$ cat config.mk
export PLATFORM = sky130hd
export DESIGN_NAME = fbdq_lane
export DESIGN_NICKNAME = d
export VERILOG_FILES = /design/src/fbdq_pkg.sv /design/src/fbdq_lane.sv
export SDC_FILE = /design/constraint.sdc
export NUM_CORES = 2
export LEC_CHECK = 0
export BUFFER_PORTS_ARGS = -buffer_cell sky130_fd_sc_hd__buf_2
export CAP_MARGIN = 10
export CORE_AREA = 2 2 257 259
export CTS_CLUSTER_SIZE = 40
export DETAILED_ROUTE_END_ITERATION = 7
export DIE_AREA = 0 0 259 261
export PLACE_DENSITY = 0.61
export SYNTH_ARGS = -nofsm -noshare
export SYNTH_HDL_FRONTEND = slang
export SYNTH_SLANG_ARGS = --single-unit
$ cat constraint.sdc
create_clock -name i_clk -period 9.02 [get_ports i_clk]
set_input_delay 1.804 -clock i_clk [delete_from_list [all_inputs] [get_ports i_clk]]
set_output_delay 1.804 -clock i_clk [all_outputs]
set_load 0.01 [all_outputs]
$ cat src/fbdq_pkg.sv
`default_nettype none
package fbdq_pkg;

    // Lane count and accumulator width.
    localparam int LANES     = 4;
    localparam int ACC_WIDTH = 48;

    // Field widths.
    localparam int ACT_WIDTH   = 16;
    localparam int SCALE_WIDTH = 16;
    localparam int CODE_WIDTH  = 4;
    // The dequantized weight spans the integer mode's range of (c - 8) * s.
    localparam int W_WIDTH     = 20;
    localparam int P_WIDTH     = W_WIDTH + ACT_WIDTH;

    // Packed widths of the stream payloads.
    localparam int S_TDATA_WIDTH = ACT_WIDTH + 16 + LANES * SCALE_WIDTH;
    localparam int M_TDATA_WIDTH = LANES * ACC_WIDTH;

    // Quantization modes held in the configuration register.
    localparam logic MODE_NF  = 1'b0;
    localparam logic MODE_INT = 1'b1;

    // Sequencer states: one item moves through weight, product and sum steps.
    typedef enum logic [1:0] {
        ST_IDLE,
        ST_WGT,
        ST_MUL,
        ST_ACC
    } t_state;

    // Per-step strobes that the sequencer sends to every lane.
    typedef struct packed {
        logic load_w;
        logic load_p;
        logic acc_en;
        logic acc_clr;
    } t_lane_ctrl;

    // NormalFloat code table in Q1.15, with +1.0 saturated to the largest value.
    function automatic logic signed [15:0] nf_value(input logic [CODE_WIDTH-1:0] code);
        logic signed [15:0] v;
        unique case (code)
            4'd0:    v = -16'sd32768;
            4'd1:    v = -16'sd22813;
            4'd2:    v = -16'sd17206;
            4'd3:    v = -16'sd12941;
            4'd4:    v = -16'sd9321;
            4'd5:    v = -16'sd6055;
            4'd6:    v = -16'sd2984;
            4'd7:    v = 16'sd0;
            4'd8:    v = 16'sd2608;
            4'd9:    v = 16'sd5273;
            4'd10:   v = 16'sd8065;
            4'd11:   v = 16'sd11073;
            4'd12:   v = 16'sd14441;
            4'd13:   v = 16'sd18436;
            4'd14:   v = 16'sd23690;
            default: v = 16'sd32767;
        endcase
        return v;
    endfunction

endpackage
`default_nettype wire

$ cat src/fbdq_lane.sv
`default_nettype none
module fbdq_lane (
    input  wire logic                                       i_clk,
    input  wire logic                                       i_rst_n,
    input  wire logic                                       i_mode,
    input  wire logic [fbdq_pkg::CODE_WIDTH-1:0]            i_code,
    input  wire logic signed [fbdq_pkg::SCALE_WIDTH-1:0]    i_scale,
    input  wire logic signed [fbdq_pkg::ACT_WIDTH-1:0]      i_act,
    input  wire fbdq_pkg::t_lane_ctrl                       i_ctrl,
    output logic signed [fbdq_pkg::ACC_WIDTH-1:0]           o_sum
);

    localparam int DQ_WIDTH = 16 + fbdq_pkg::SCALE_WIDTH;
    localparam int SUM_WIDTH = fbdq_pkg::ACC_WIDTH + 1;

    logic signed [15:0]                       w_op;
    logic signed [DQ_WIDTH-1:0]               dq_prod;
    logic signed [fbdq_pkg::W_WIDTH-1:0]      n_w;
    logic signed [fbdq_pkg::W_WIDTH-1:0]      r_w;
    logic signed [fbdq_pkg::P_WIDTH-1:0]      r_prod;
    logic signed [fbdq_pkg::ACC_WIDTH-1:0]    r_acc;
    logic signed [SUM_WIDTH-1:0]              sum_ext;

    // One shared multiplier: the table value or the code minus eight, times the scale.
    // The code minus eight is the code with its top bit inverted, read as signed.
    always_comb begin
        if (i_mode == fbdq_pkg::MODE_INT) begin
            w_op = {{12{~i_code[3]}}, ~i_code[3], i_code[2:0]};
        end else begin
            w_op = fbdq_pkg::nf_value(i_code);
        end
        dq_prod = w_op * i_scale;
        // The table product is shifted right by 15 with floor rounding.
        if (i_mode == fbdq_pkg::MODE_INT) begin
            n_w = dq_prod[fbdq_pkg::W_WIDTH-1:0];
        end else begin
            n_w = {{(fbdq_pkg::W_WIDTH + 15 - DQ_WIDTH){dq_prod[DQ_WIDTH-1]}},
                   dq_prod[DQ_WIDTH-1:15]};
        end
    end

    // Weight and product registers.
    always_ff @(posedge i_clk) begin
        if (i_ctrl.load_w) begin
            r_w <= n_w;
        end
        if (i_ctrl.load_p) begin
            r_prod <= r_w * i_act;
        end
    end

    // Saturating add: one guard bit shows an overflow of the accumulator range.
    always_comb begin
        sum_ext = {r_acc[fbdq_pkg::ACC_WIDTH-1], r_acc}
                + {{(SUM_WIDTH - fbdq_pkg::P_WIDTH){r_prod[fbdq_pkg::P_WIDTH-1]}}, r_prod};
        if (sum_ext[SUM_WIDTH-1] != sum_ext[SUM_WIDTH-2]) begin
            o_sum = {sum_ext[SUM_WIDTH-1], {(fbdq_pkg::ACC_WIDTH-1){~sum_ext[SUM_WIDTH-1]}}};
        end else begin
            o_sum = sum_ext[fbdq_pkg::ACC_WIDTH-1:0];
        end
    end

    // Accumulator: takes the saturated sum, or clears after the last item of a dot product.
    always_ff @(posedge i_clk) begin
        if (!i_rst_n) begin
            r_acc <= '0;
        end else if (i_ctrl.acc_en) begin
            if (i_ctrl.acc_clr) begin
                r_acc <= '0;
            end else begin
                r_acc <= o_sum;
            end
        end
    end

endmodule
`default_nettype wire

==> metrics <==
run status=finished, final reports clean; antenna violations before repair=3; chip width=259 um; Fin. Hold Viols=0; critical path capture point type=flip-flop; Fin Clk Skew=0.0178 ns; HPWL Detailed=57200 um; Tmin final=8.60 ns; Worst Setup Start Kind=input pin; Final Util=0.470; WL per Instance=16.9 um; Synth area leader=fa_1; commonest cells in the netlist=inv_1 (648), fa_1 (581), nand2_1 (407); vias=21000; Main synth FF type=edfxtp_1; # rows=94; endpoints failing setup=0; Mapped Cells=3188; largest family of logic cells by synthesized area=adder cells; global-route usage over all layers=0.215; area of the core=0.0650 mm^2; FMAX=0.116 GHz; Most common cell on crit path=fa_1; Placed Instances=4058; Crit path required time=9.16 ns; hold crit path type=flip-flop to flip-flop; Least-Margin Pin Slew=1.11 ns; max-slew violation count=0; Die Ht=261 um; Setup TNS Final=0 ns; EDFF count, synth=56; post-synthesis cell area=0.0289 mm^2; share of Yosys cell area claimed by the top area cell type=0.403; die area=0.0676 mm^2; Yosys cell types=82; share of layout cells above drive strength 1=0.0573; Worst Setup Path Type=input pin to flip-flop; Max stage delay on crit path=0.63 ns; Clk pin slew, worst setup/hold paths=0.09 ns; Gates resized, CTS repair=0; TritonCTS Sinks=104; area delta synth->final=5.82%; drt first-iter violations=1253; Final ANT Viol Nets=0; count leader, synth=inv_1; io pins=91; IO buf count=90; Syn Nets=4040; Routability Congestion=0.879; crit-path max FO=12; total CTS buffers=9; top cells by area, synth=fa_1 (40%), ha_1 (9.9%), inv_1 (8.4%); drt pass-1 iters=5; grt ovf=0; TritonCTS clock tree=done; CTS H-tree lvls=3; Ant. Diodes=0; # nets final=4057; async set-reset flop share out of synthesis=0; Syn. warnings=0; Synth Area in Simple Gates=0.151; xor/xnor share of the synthesized area=0.0346; Seq cells post-synth=104; Crit-path slowest cell=o21ai_0; vias in the first global route=22500; RSZ-0062 raised after global routing=false; Non-Filler Instances=4074; # hold bufs at CTS=0; fin crit share=0.954; mean area per synthesized cell=9.05 um^2; DRT Wirelength=68900 um; post-synthesis mux area share=0.00256; postcts setup bufs=0; Critical Path AT=8.74 ns; Clock Latency Late Sink=0.39 ns; largest net degree at the start of global routing=63; drt via density=5.17; # Max-Cap Violations=0; CTS root buf=clkbuf_16; slew margin rel.=0.259; area fraction in compound gates after synthesis=0.104; # fillers=6335; first-pass GRT wire length=117000 um; Clock Path Buffers=2; starting density of the core=0.444; sequential area share after synthesis=0.0915; DRC Markers=0; Post-Synth Adder-Cell Area=0.513
-- state kept, by name (all words and copies together), names as in the netlist --
| name | cells |
|---|---|
| r_acc | 48 |
| r_prod | 36 |
| r_w | 20 |
-- worst max-delay path, delay by kind of cell --
kind	cells	cell delay [ns]
compound gates	3	1.23
fa+ha+maj	8	3.54
buf+inv	8	1.03
simple gates	9	1.12
-- placed cells by master (no fill, tap or decap), drive strengths merged, types with 7 or more instances in the layout --
| master | instances |
|---|---|
| a31oi | 14 |
| o21bai | 14 |
| edfxtp | 56 |
| ha | 228 |
| clkbuf | 9 |
| maj3 | 32 |
| inv | 651 |
| nor2 | 88 |
| nand2 | 408 |
| dfxtp | 48 |
| and4 | 7 |
| o211ai | 17 |
| o21ai | 91 |
| a21o | 47 |
| xnor2 | 83 |
| xor2 | 28 |
| nand3 | 18 |
| or3 | 11 |
| nand2b | 32 |
| a221o | 23 |
| and2 | 242 |
| a21oi | 135 |
| a211oi | 17 |
| and3 | 14 |
| buf | 141 |
| nor3 | 23 |
| fa | 581 |
| nor2b | 13 |
| o21a | 22 |
| nand4 | 12 |
-- kinds of logic (layout without fill, tap and decap cells) --
| group | count (synthesis) | in the layout |
|---|---|---|
| AOI/OAI and AO/OA | 449 | 449 |
| xor gates and xnor gates | 111 | 111 |
| adders and majority gates | 841 | 841 |
| buffers and inverters | 784 | 806 |
| DFF | 104 | 104 |
| muxes | 6 | 6 |
| and+or+nand+nor | 893 | 893 |
-- through the flow --
stage / worst slack, ns / hold WS (ns) / instance area (um^2)
global route: 0.0909 / 0.473 / 30500
finish: 0.416 / 0.455 / 30500
global placement: 0.200 / 0.442 / 30300
detailed placement: 0.0211 / 0.447 / 30300
CTS: 0.448 / 0.460 / 30500
floorplan: 0.337 / 0.429 / 28900
-- routing by layer --
metal	wire length (um)	up-vias	global-route usage
met3	2970	103	0.0231
met4	1510	6	0.0544
li1	-	9974	-
met5	37	-	0
met1	31300	10500	0.289
met2	33100	477	0.372
-- layout make-up --
type                            instances  area [um^2]  area share
Timing Repair Buffer                  141          871      0.0285
Clock inverter                          7         55.1     0.00180
Inverter                              649         2440      0.0798
Clock buffer                            9          225     0.00737
Tap cell                              864         1080      0.0354
Sequential cell                       104         2640      0.0865
Multi-Input combinational cell       2300        23200       0.761
-- final timing paths --
path,from,end,slack [ns],depth (start not counted)
setup / recovery,i_code[1],r_w[15],0.42,28
hold / removal,r_acc[34],r_acc[34],0.46,2
setup reg to reg,r_w[13],r_prod[34],1.80,23
hold reg to reg,r_acc[34],r_acc[34],0.46,2
Power is not shown: default switching activity piles up to over one toggle a cycle in this logic, so the estimate is an artifact.
